==> src/rtl/upd_pkg.sv <==
// upd_pkg: shared types, character constants and escape decoding functions
// for the URL percent decoder. Depends on nothing; all files but upd_stream_if use it.

package upd_pkg;

	localparam logic [7:0] CH_PLUS    = 8'h2B;
	localparam logic [7:0] CH_PERCENT = 8'h25;
	localparam logic [7:0] CH_QUERY   = 8'h3F;
	localparam logic [7:0] CH_SPACE   = 8'h20;
	localparam logic [7:0] CH_MINUS   = 8'h2D;
	localparam logic [7:0] CH_TAB     = 8'h09;
	localparam logic [7:0] CH_CR      = 8'h0D;

	localparam int unsigned HEX_BASE    = 16;
	localparam int unsigned QUEUE_DEPTH = 2;
	localparam int unsigned QPTR_BITS   = $clog2(QUEUE_DEPTH);
	localparam int unsigned QCNT_BITS   = $clog2(QUEUE_DEPTH + 1);

	localparam int unsigned CAP_BITS   = 16;
	localparam int unsigned OCOUNT_BITS = 16;

	// One word that the front end hands to the back end: a byte to be
	// counted and emitted, and the end-of-string mark.
	typedef struct packed {
		logic [7:0] data;
		logic       last;
	} op_t;

	typedef struct packed {
		logic       ok;
		logic [3:0] val;
	} hex_t;

	function automatic hex_t hex_value(input logic [7:0] c);
		hex_t h;
		h = '{ok: 1'b0, val: 4'd0};
		if (c >= 8'h30 && c <= 8'h39) begin
			h = '{ok: 1'b1, val: 4'(c - 8'h30)};
		end else if (c >= 8'h61 && c <= 8'h66) begin
			h = '{ok: 1'b1, val: 4'(c - 8'h57)};
		end else if (c >= 8'h41 && c <= 8'h46) begin
			h = '{ok: 1'b1, val: 4'(c - 8'h37)};
		end
		return h;
	endfunction

	function automatic logic is_blank(input logic [7:0] c);
		return (c == CH_SPACE) || (c >= CH_TAB && c <= CH_CR);
	endfunction

	// Two-character escape value with base-16 integer parsing rules: an
	// optional blank or sign, then up to two hex digits, zero if none.
	function automatic logic [7:0] escape_value(input logic [7:0] c1, input logic has2,
			input logic [7:0] c2);
		hex_t h1;
		hex_t h2;
		logic [7:0] v;
		h1 = hex_value(c1);
		h2 = hex_value(c2);
		h2.ok = h2.ok & has2;
		v = 8'd0;
		if (h1.ok) begin
			v = h2.ok ? {h1.val, h2.val} : {4'd0, h1.val};
		end else if (is_blank(c1) || c1 == CH_PLUS) begin
			v = h2.ok ? {4'd0, h2.val} : 8'd0;
		end else if (c1 == CH_MINUS) begin
			v = h2.ok ? 8'(8'd0 - {4'd0, h2.val}) : 8'd0;
		end
		return v;
	endfunction

endpackage

==> src/rtl/upd_stream_if.sv <==
// Stream interfaces of the URL percent decoder: one for encoded input
// characters and one for decoded results. Depends on nothing.

interface upd_in_if;
	logic       valid;
	logic       ready;
	logic [7:0] in_byte;
	logic       in_last;

	modport source (output valid, output in_byte, output in_last, input ready);
	modport sink (input valid, input in_byte, input in_last, output ready);
endinterface

interface upd_out_if;
	logic        valid;
	logic        ready;
	logic [7:0]  out_byte;
	logic        status;
	logic        out_last;
	logic [15:0] out_count;

	modport source (output valid, output out_byte, output status, output out_last,
		output out_count, input ready);
	modport sink (input valid, input out_byte, input status, input out_last,
		input out_count, output ready);
endinterface

==> src/rtl/upd_front.sv <==
// Front end: accepts encoded characters, tracks escapes and the query tail,
// and pushes one op per character that yields a byte. Depends on upd_pkg.

module upd_front (
	input  logic            clk,
	input  logic            arst_n,
	input  logic            in_valid,
	input  logic [7:0]      in_byte,
	input  logic            in_last,
	input  logic            q_full,
	output logic            in_ready,
	output logic            push,
	output upd_pkg::op_t    push_op
);

	typedef enum logic [1:0] {
		MODE_NORMAL,
		MODE_HEX1,
		MODE_HEX2,
		MODE_QUERY
	} mode_t;

	mode_t       mode_q;
	mode_t       mode_d;
	logic [7:0]  first_q;
	logic [7:0]  first_d;
	logic        emit;
	logic        accept;

	assign in_ready = !q_full;
	assign accept   = in_valid && in_ready;
	assign push     = accept && emit;

	always_comb begin
		emit         = 1'b0;
		push_op.data = in_byte;
		push_op.last = in_last;
		mode_d       = mode_q;
		first_d      = first_q;
		unique case (mode_q)
			MODE_HEX1: begin
				if (in_last) begin
					emit         = 1'b1;
					push_op.data = upd_pkg::escape_value(in_byte, 1'b0, 8'd0);
				end else begin
					first_d = in_byte;
					mode_d  = MODE_HEX2;
				end
			end
			MODE_HEX2: begin
				emit         = 1'b1;
				push_op.data = upd_pkg::escape_value(first_q, 1'b1, in_byte);
				mode_d       = MODE_NORMAL;
				first_d      = 8'd0;
			end
			MODE_QUERY: begin
				emit = 1'b1;
			end
			MODE_NORMAL: begin
				priority if (in_byte == upd_pkg::CH_PLUS) begin
					emit         = 1'b1;
					push_op.data = upd_pkg::CH_SPACE;
				end else if (in_byte == upd_pkg::CH_PERCENT) begin
					if (in_last) begin
						emit         = 1'b1;
						push_op.data = 8'd0;
					end else begin
						mode_d = MODE_HEX1;
					end
				end else if (in_byte == upd_pkg::CH_QUERY) begin
					emit   = 1'b1;
					mode_d = MODE_QUERY;
				end else begin
					emit = 1'b1;
				end
			end
			default: begin
				mode_d = MODE_NORMAL;
			end
		endcase
		// Every string starts fresh after its final character.
		if (in_last) begin
			mode_d  = MODE_NORMAL;
			first_d = 8'd0;
		end
	end

	always_ff @(posedge clk or negedge arst_n) begin
		if (!arst_n) begin
			mode_q  <= MODE_NORMAL;
			first_q <= 8'd0;
		end else if (accept) begin
			mode_q  <= mode_d;
			first_q <= first_d;
		end
	end

endmodule

==> src/rtl/upd_queue.sv <==
// Two-entry queue of ops between the front end and the back end.
// Depends on upd_pkg for the op type and depth.

module upd_queue (
	input  logic            clk,
	input  logic            arst_n,
	input  logic            push,
	input  upd_pkg::op_t    push_op,
	input  logic            pop,
	output logic            full,
	output logic            nonempty,
	output upd_pkg::op_t    head
);

	upd_pkg::op_t                     mem_q [upd_pkg::QUEUE_DEPTH];
	logic [upd_pkg::QPTR_BITS-1:0]    wr_ptr_q;
	logic [upd_pkg::QPTR_BITS-1:0]    rd_ptr_q;
	logic [upd_pkg::QCNT_BITS-1:0]    cnt_q;
	logic                             do_push;
	logic                             do_pop;

	assign full     = (cnt_q == upd_pkg::QCNT_BITS'(upd_pkg::QUEUE_DEPTH));
	assign nonempty = (cnt_q != '0);
	assign head     = mem_q[rd_ptr_q];
	assign do_push  = push && !full;
	assign do_pop   = pop && nonempty;

	always_ff @(posedge clk) begin
		if (do_push) begin
			mem_q[wr_ptr_q] <= push_op;
		end
	end

	always_ff @(posedge clk or negedge arst_n) begin
		if (!arst_n) begin
			wr_ptr_q <= '0;
			rd_ptr_q <= '0;
			cnt_q    <= '0;
		end else begin
			if (do_push) begin
				wr_ptr_q <= (wr_ptr_q == upd_pkg::QPTR_BITS'(upd_pkg::QUEUE_DEPTH - 1))
					? '0 : wr_ptr_q + 1'b1;
			end
			if (do_pop) begin
				rd_ptr_q <= (rd_ptr_q == upd_pkg::QPTR_BITS'(upd_pkg::QUEUE_DEPTH - 1))
					? '0 : rd_ptr_q + 1'b1;
			end
			if (do_push && !do_pop) begin
				cnt_q <= cnt_q + 1'b1;
			end else if (do_pop && !do_push) begin
				cnt_q <= cnt_q - 1'b1;
			end
		end
	end

endmodule

==> src/rtl/upd_back.sv <==
// Back end: counts decoded bytes against the capacity register, raises the
// overflow result, drops the rest of a failed string and holds the output
// word in a register. Depends on upd_pkg.

module upd_back #(
	parameter int unsigned COUNT_BITS = 16
) (
	input  logic                          clk,
	input  logic                          arst_n,
	input  logic                          cfg_wr_en,
	input  logic [upd_pkg::CAP_BITS-1:0]  cfg_wr_data,
	input  logic                          q_nonempty,
	input  upd_pkg::op_t                  q_head,
	output logic                          q_pop,
	output logic                          out_valid,
	input  logic                          out_ready,
	output logic [7:0]                    out_byte,
	output logic                          status,
	output logic                          out_last,
	output logic [upd_pkg::OCOUNT_BITS-1:0] out_count,
	output logic                          err
);

	localparam int unsigned CMP_W = (COUNT_BITS > upd_pkg::CAP_BITS)
		? COUNT_BITS : upd_pkg::CAP_BITS;

	logic [upd_pkg::CAP_BITS-1:0]   cap_q;
	logic [COUNT_BITS-1:0]          count_q;
	logic                           err_q;
	logic                           valid_q;
	logic [7:0]                     byte_q;
	logic                           status_q;
	logic                           last_q;
	logic [upd_pkg::OCOUNT_BITS-1:0] ocount_q;
	logic [COUNT_BITS-1:0]          count_inc;
	logic [CMP_W-1:0]               count_ext;
	logic [CMP_W-1:0]               inc_ext;
	logic [CMP_W-1:0]               cap_ext;
	logic                           over;
	logic                           slot_free;
	logic                           load;

	assign slot_free = !valid_q || out_ready;
	assign q_pop     = q_nonempty && slot_free;
	// Ops that arrive after an overflow are consumed without a result.
	assign load      = q_pop && !err_q;

	assign count_inc = count_q + 1'b1;
	assign count_ext = CMP_W'(count_q);
	assign inc_ext   = CMP_W'(count_inc);
	assign cap_ext   = CMP_W'(cap_q);
	assign over      = (count_ext >= cap_ext) || (&count_q);

	assign out_valid = valid_q;
	assign out_byte  = byte_q;
	assign status    = status_q;
	assign out_last  = last_q;
	assign out_count = ocount_q;
	assign err       = err_q;

	always_ff @(posedge clk or negedge arst_n) begin
		if (!arst_n) begin
			cap_q <= '1;
		end else if (cfg_wr_en) begin
			cap_q <= cfg_wr_data;
		end
	end

	always_ff @(posedge clk or negedge arst_n) begin
		if (!arst_n) begin
			count_q <= '0;
			err_q   <= 1'b0;
			valid_q <= 1'b0;
		end else begin
			if (q_pop) begin
				if (q_head.last) begin
					count_q <= '0;
					err_q   <= 1'b0;
				end else if (!err_q) begin
					if (over) begin
						err_q <= 1'b1;
					end else begin
						count_q <= count_inc;
					end
				end
			end
			if (load) begin
				valid_q <= 1'b1;
			end else if (out_ready) begin
				valid_q <= 1'b0;
			end
		end
	end

	always_ff @(posedge clk) begin
		if (load) begin
			if (over) begin
				byte_q   <= 8'd0;
				status_q <= 1'b1;
				last_q   <= 1'b1;
				ocount_q <= count_ext[upd_pkg::OCOUNT_BITS-1:0];
			end else begin
				byte_q   <= q_head.data;
				status_q <= 1'b0;
				last_q   <= q_head.last;
				ocount_q <= inc_ext[upd_pkg::OCOUNT_BITS-1:0];
			end
		end
	end

endmodule

==> src/rtl/url_percent_decoder.sv <==
// Top level of the URL percent decoder: front end, op queue and back end.
// Depends on upd_pkg, upd_stream_if, upd_front, upd_queue and upd_back.
//
// Port      Dir  Handshake      Word
// in_ch     in   valid/ready    in_byte[7:0], in_last
// out_ch    out  valid/ready    out_byte[7:0], status, out_last, out_count[15:0]
// cfg       in   cfg_wr_en      cfg_wr_data[15:0] = out_capacity
//
// One character is accepted per clock while the queue is not full; a result
// goes from the front decode into the queue, then from the back end into the
// output register. The queue holds two words, so the input stalls only when
// the output has been stalled long enough to fill it. Reset is asynchronous;
// the capacity resets to 65535 and needs no clearing pass.

module url_percent_decoder #(
	parameter int unsigned COUNT_BITS = 16
) (
	input  logic                          clk,
	input  logic                          arst_n,
	upd_in_if.sink                        in_ch,
	upd_out_if.source                     out_ch,
	input  logic                          cfg_wr_en,
	input  logic [upd_pkg::CAP_BITS-1:0]  cfg_wr_data
);

	logic          q_full;
	logic          q_nonempty;
	logic          push;
	logic          pop;
	upd_pkg::op_t  push_op;
	upd_pkg::op_t  q_head;
	logic          err;

	upd_front u_front (
		.clk      (clk),
		.arst_n   (arst_n),
		.in_valid (in_ch.valid),
		.in_byte  (in_ch.in_byte),
		.in_last  (in_ch.in_last),
		.q_full   (q_full),
		.in_ready (in_ch.ready),
		.push     (push),
		.push_op  (push_op)
	);

	upd_queue u_queue (
		.clk      (clk),
		.arst_n   (arst_n),
		.push     (push),
		.push_op  (push_op),
		.pop      (pop),
		.full     (q_full),
		.nonempty (q_nonempty),
		.head     (q_head)
	);

	upd_back #(
		.COUNT_BITS (COUNT_BITS)
	) u_back (
		.clk         (clk),
		.arst_n      (arst_n),
		.cfg_wr_en   (cfg_wr_en),
		.cfg_wr_data (cfg_wr_data),
		.q_nonempty  (q_nonempty),
		.q_head      (q_head),
		.q_pop       (pop),
		.out_valid   (out_ch.valid),
		.out_ready   (out_ch.ready),
		.out_byte    (out_ch.out_byte),
		.status      (out_ch.status),
		.out_last    (out_ch.out_last),
		.out_count   (out_ch.out_count),
		.err         (err)
	);

	// The front end never pushes into a full queue.
	a_no_overflow: assert property (@(posedge clk) disable iff (!arst_n)
		push |-> !q_full)
		else $error("op pushed into full queue");

	// An overflow result carries a zero byte and closes the string.
	a_err_word: assert property (@(posedge clk) disable iff (!arst_n)
		(out_ch.valid && out_ch.status) |-> (out_ch.out_byte == 8'd0 && out_ch.out_last))
		else $error("malformed overflow result");

	// A good result always counts at least one byte.
	a_count_nonzero: assert property (@(posedge clk) disable iff (!arst_n)
		(out_ch.valid && !out_ch.status) |-> (out_ch.out_count != 16'd0))
		else $error("good result with zero count");

	// While a string is in overflow, a popped op that does not end it
	// leaves the output register as it was or empty.
	a_drop: assert property (@(posedge clk) disable iff (!arst_n)
		(err && pop && out_ch.ready) |=> !out_ch.valid)
		else $error("result produced after overflow");

endmodule

==> src/flat_wrapper.sv <==
// flat-port wrapper written by rule: the top's interface ports become plain ports
module url_percent_decoder_flat 
#(
	parameter int unsigned COUNT_BITS = 16
)
  (clk, arst_n, cfg_wr_en, cfg_wr_data, in_ch_valid, in_ch_in_byte, in_ch_in_last, in_ch_ready, out_ch_valid, out_ch_out_byte, out_ch_status, out_ch_out_last, out_ch_out_count, out_ch_ready);
  upd_in_if in_ch_i ();
  upd_out_if out_ch_i ();
  input  logic clk;
  input  logic arst_n;
  input  logic cfg_wr_en;
  input  logic [upd_pkg::CAP_BITS-1:0] cfg_wr_data;
  input wire logic [$bits(in_ch_i.valid)-1:0] in_ch_valid;
  input wire logic [$bits(in_ch_i.in_byte)-1:0] in_ch_in_byte;
  input wire logic [$bits(in_ch_i.in_last)-1:0] in_ch_in_last;
  output wire logic [$bits(in_ch_i.ready)-1:0] in_ch_ready;
  output wire logic [$bits(out_ch_i.valid)-1:0] out_ch_valid;
  output wire logic [$bits(out_ch_i.out_byte)-1:0] out_ch_out_byte;
  output wire logic [$bits(out_ch_i.status)-1:0] out_ch_status;
  output wire logic [$bits(out_ch_i.out_last)-1:0] out_ch_out_last;
  output wire logic [$bits(out_ch_i.out_count)-1:0] out_ch_out_count;
  input wire logic [$bits(out_ch_i.ready)-1:0] out_ch_ready;
  assign in_ch_i.valid = in_ch_valid;
  assign in_ch_i.in_byte = in_ch_in_byte;
  assign in_ch_i.in_last = in_ch_in_last;
  assign in_ch_ready = in_ch_i.ready;
  assign out_ch_valid = out_ch_i.valid;
  assign out_ch_out_byte = out_ch_i.out_byte;
  assign out_ch_status = out_ch_i.status;
  assign out_ch_out_last = out_ch_i.out_last;
  assign out_ch_out_count = out_ch_i.out_count;
  assign out_ch_i.ready = out_ch_ready;
  url_percent_decoder #(.COUNT_BITS(COUNT_BITS)) u_core (.clk(clk), .arst_n(arst_n), .in_ch(in_ch_i), .out_ch(out_ch_i), .cfg_wr_en(cfg_wr_en), .cfg_wr_data(cfg_wr_data));
endmodule
==> config.mk <==
export PLATFORM = sky130hd
export DESIGN_NAME = url_percent_decoder_flat
export DESIGN_NICKNAME = d
export VERILOG_FILES = /design/src/rtl/upd_pkg.sv /design/src/rtl/upd_stream_if.sv /design/src/rtl/upd_front.sv /design/src/rtl/upd_queue.sv /design/src/rtl/upd_back.sv /design/src/rtl/url_percent_decoder.sv /design/src/flat_wrapper.sv
export SDC_FILE = /design/constraint.sdc
export NUM_CORES = 1
export LEC_CHECK = 0
export ABC_AREA = 1
export BUFFER_PORTS_ARGS = -buffer_cell sky130_fd_sc_hd__buf_2
export CORE_UTILIZATION = 55
export CTS_CLUSTER_SIZE = 20
export DETAILED_ROUTE_END_ITERATION = 10
export PLACE_DENSITY = 0.75
export SYNTH_ARGS = -nofsm -noshare
export SYNTH_HDL_FRONTEND = slang
export SYNTH_SLANG_ARGS = --single-unit
==> constraint.sdc <==
create_clock -name clk -period 6.1 [get_ports clk]
set_input_delay 0.915 -clock clk [delete_from_list [all_inputs] [get_ports clk]]
set_output_delay 0.915 -clock clk [all_outputs]
set_load 0.01 [all_outputs]
==> impl_metrics.yaml <==
status:
  status: "finished clean"
clock_tree:
  cts_max_level: 3
  cts_resized: 0
  clkSlewWorstSetupHoldPaths_ps: 100
  insertion_delay_ps: 370
  cts_tree: "built"
  clock-root-buffer: "clkbuf_8"
  holdBufCountCts: 0
  cts_buffers: 9
  cts.sinks: 92
  postCtsSetupBuffers: 0
  clock_path_buffers: 2
place:
  dpl.cell_count: 840
  dp_worst_setup_slack_ps: 3140
  io_buffers: 57
  gp_congestion: 0.906
  dp_hpwl_um: 8740
global_route:
  grt_start_max_net_pins: 49
  grt_use_total_pct: 23.5
  overflow: 0
  grt_pass1_wl_um: 19000
  antenna_found_initial: 0
  grt_pass1_vias: 4038
final_layout:
  final_cell_mix: "nand2_1 (200), inv_1 (73), buf_2 (57), nand3_1 (53), edfxtp_1 (44)"
  final_util_pct: 62.4
  syn_to_final_growth_pct: 9.71
  drive_above_1_share_pct: 18.4
  stdcell_count: 856
  finalNetCount: 780
  antenna-diode-count: 0
  final_common_cell: "nand2_1"
synth:
  yosys_register_bits: 92
  muxShareOfSynthArea_pct: 0.203
  synthSimpleGateAreaFrac_pct: 28.9
  synthXorXnorAreaFrac_pct: 2.21
  seq_area_frac_synth_pct: 45.8
  synth-compound-area-share_pct: 8.33
  avgSynthCellArea_um2: 8.39
  synth-adder-area-share_pct: 7.21
  synth_nets: 724
  synth_area_um2: 5560
  synth_warnings: 0
  synth_cells: 662
  synth_top_family_by_area: "simple AND/OR/NAND/NOR gates"
  yosysUniqueCellTypes: 43
timing:
  finalSetupViolCount: 0
  maxSlewHeadroom_pct: 48.1
  fin_crit_sh_pct: 43.9
  finalSetupTns_ps: 0
  tightestPinTransition_ps: 776
  hold_viol: 0
  holdWs_ps: 502
  period_minus_slack_ps: 2680
  setup_ws_ps: 3420
  rsz0062_at_grt: "false"
  fmax_mhz: 374
  drv_slew: 0
  clock-skew-final_ps: 11.7
critical_path:
  cp.arrival_ps: 2810
  cp-end-kind: "flip-flop"
  path_class: "reg2reg"
  r2r-start: "u_core.u_back.cap_ext[1]$_DFFE_PN1P_"
  cp.required_ps: 6230
  reg2reg_slack_ps: 3420
  cp_max_fo: 28
  cp-endpoint: "u_core.u_back.out_count[5]$_DFFE_PP_"
  r2r_cells: 11
  setup.worst_path.start_class: "flip-flop"
  cp-startpoint: "u_core.u_back.cap_ext[1]$_DFFE_PN1P_"
  r2r-end: "u_core.u_back.out_count[5]$_DFFE_PP_"
power:
  power_density_nw_per_um2: 473
  vdd_drop_max_uv: 197
  leakage_uw: 0.00288
route:
  num_vias: 4484
  ant_nets: 0
  drtIter0Drc: 312
  wl_per_cell_um: 13.6
  drc: 0
  routed_wl_um: 11600
  vias_per_cell: 5.24
  drtPass1Iterations: 6
die:
  die_area_um2: 10500
  die_w_um: 103
  die_h_um: 103
  core_area_um2: 9770
  start_util_pct: 56.8
  rows: 36
  ios: 58
job:
  cap_violations: 0
worst_hold_path:
  min_path_type: "reg2reg"
  hp-start: "u_core.u_back.cap_ext[11]$_DFFE_PN1P_"
## Yosys cell counts, drive strengths merged
cell type | count | area (um^2)
xnor2 | 3 | 26.3
edfxtp | 44 | 1320
clkinv | 1 | 3.75
nand2 | 207 | 805
nand3 | 58 | 323
a21boi | 1 | 7.51
nor2 | 45 | 218
o41ai | 1 | 8.76
o21ai | 42 | 229
inv | 80 | 305
mux2 | 1 | 11.3
nand4 | 13 | 96.3
and2 | 16 | 100
buf | 10 | 86.3
xor2 | 11 | 96.3
clkbuf | 4 | 15.0
o211ai | 1 | 7.51
a21oi | 30 | 176
dfrtp | 32 | 801
nor3 | 10 | 65.1
o22ai | 2 | 18.8
ha | 32 | 400
dfstp | 16 | 420
o21a | 2 | 15.0
## power by group
part | total, uW | switching [uW] | leakage, uW | internal, uW
clock | 377 | 225 | 0.0000833 | 151
sequential | 1160 | 170 | 0.00102 | 993
combinational | 1340 | 884 | 0.00178 | 460
total | 2880 | 1280 | 0.00288 | 1600
## logic make-up after synthesis
kind of cell	after synthesis
AND/OR/NAND/NOR	349
adder cells (fa/ha/maj)	32
buffers and inverters	95
XOR/XNOR	14
multiplexers	1
flip-flops	92
AO/OA/AOI/OAI	79
## flip-flops by register name (all words and copies together) (netlist names), 2 cells and up
register                 count
u_core.u_queue.mem_q        18
u_core.u_back.cap_ext       16
u_core.u_back.count_ext     16
u_core.u_back.out_count     16
u_core.u_back.out_byte       8
u_core.u_front.first_q       8
u_core.u_front.mode_q        2
u_core.u_queue.cnt_q         2
## worst min-delay path by stage
stage	slack [ps]	end	cells past startpoint
detailed placement	500	u_core.u_back.cap_ext[11]$_DFFE_PN1P_	2
global placement	480	u_core.u_back.cap_ext[15]$_DFFE_PN1P_	2
finish	500	u_core.u_back.cap_ext[11]$_DFFE_PN1P_	2
CTS	510	u_core.u_back.cap_ext[11]$_DFFE_PN1P_	2
floorplan	460	u_core.u_back.cap_ext[10]$_DFFE_PN1P_	2
global route	520	u_core.u_back.cap_ext[9]$_DFFE_PN1P_	2
## worst max-delay path: stages, from the launching register on
cell     delay [ps]
dfstp_2         520
inv_1            50
ha_1            290
a21oi_1         170
o21ai_0         120
nand2_1          90
nand2_1          70
nand2_1         110
nand4_4         370
inv_4           320
o21ai_0         150
and2_1          160
## layout make-up
cell class | count | area, um^2
Fill cell | 865 | 3680
Clock inverter | 6 | 46.3
Tap cell | 133 | 166
Timing Repair Buffer | 59 | 300
Sequential cell | 92 | 2540
Inverter | 81 | 309
Multi-Input combinational cell | 475 | 2600
Clock buffer | 10 | 128
## routing by layer
metal  GRT usage, %  routed length, um
met5              0                  0
met4           8.79                212
met3           3.59                624
met2           35.3               5120
met1           34.4               5660
## through the flow
stage / cell area (um^2) / total power [uW]
detailed placement: 5920 / 2510
global placement: 5920 / 2450
finish: 6100 / 2880
global route: 6100 / 3120
CTS: 6100 / 2890
floorplan: 5560 / 2150
Power figures use the tool's default switching activity.
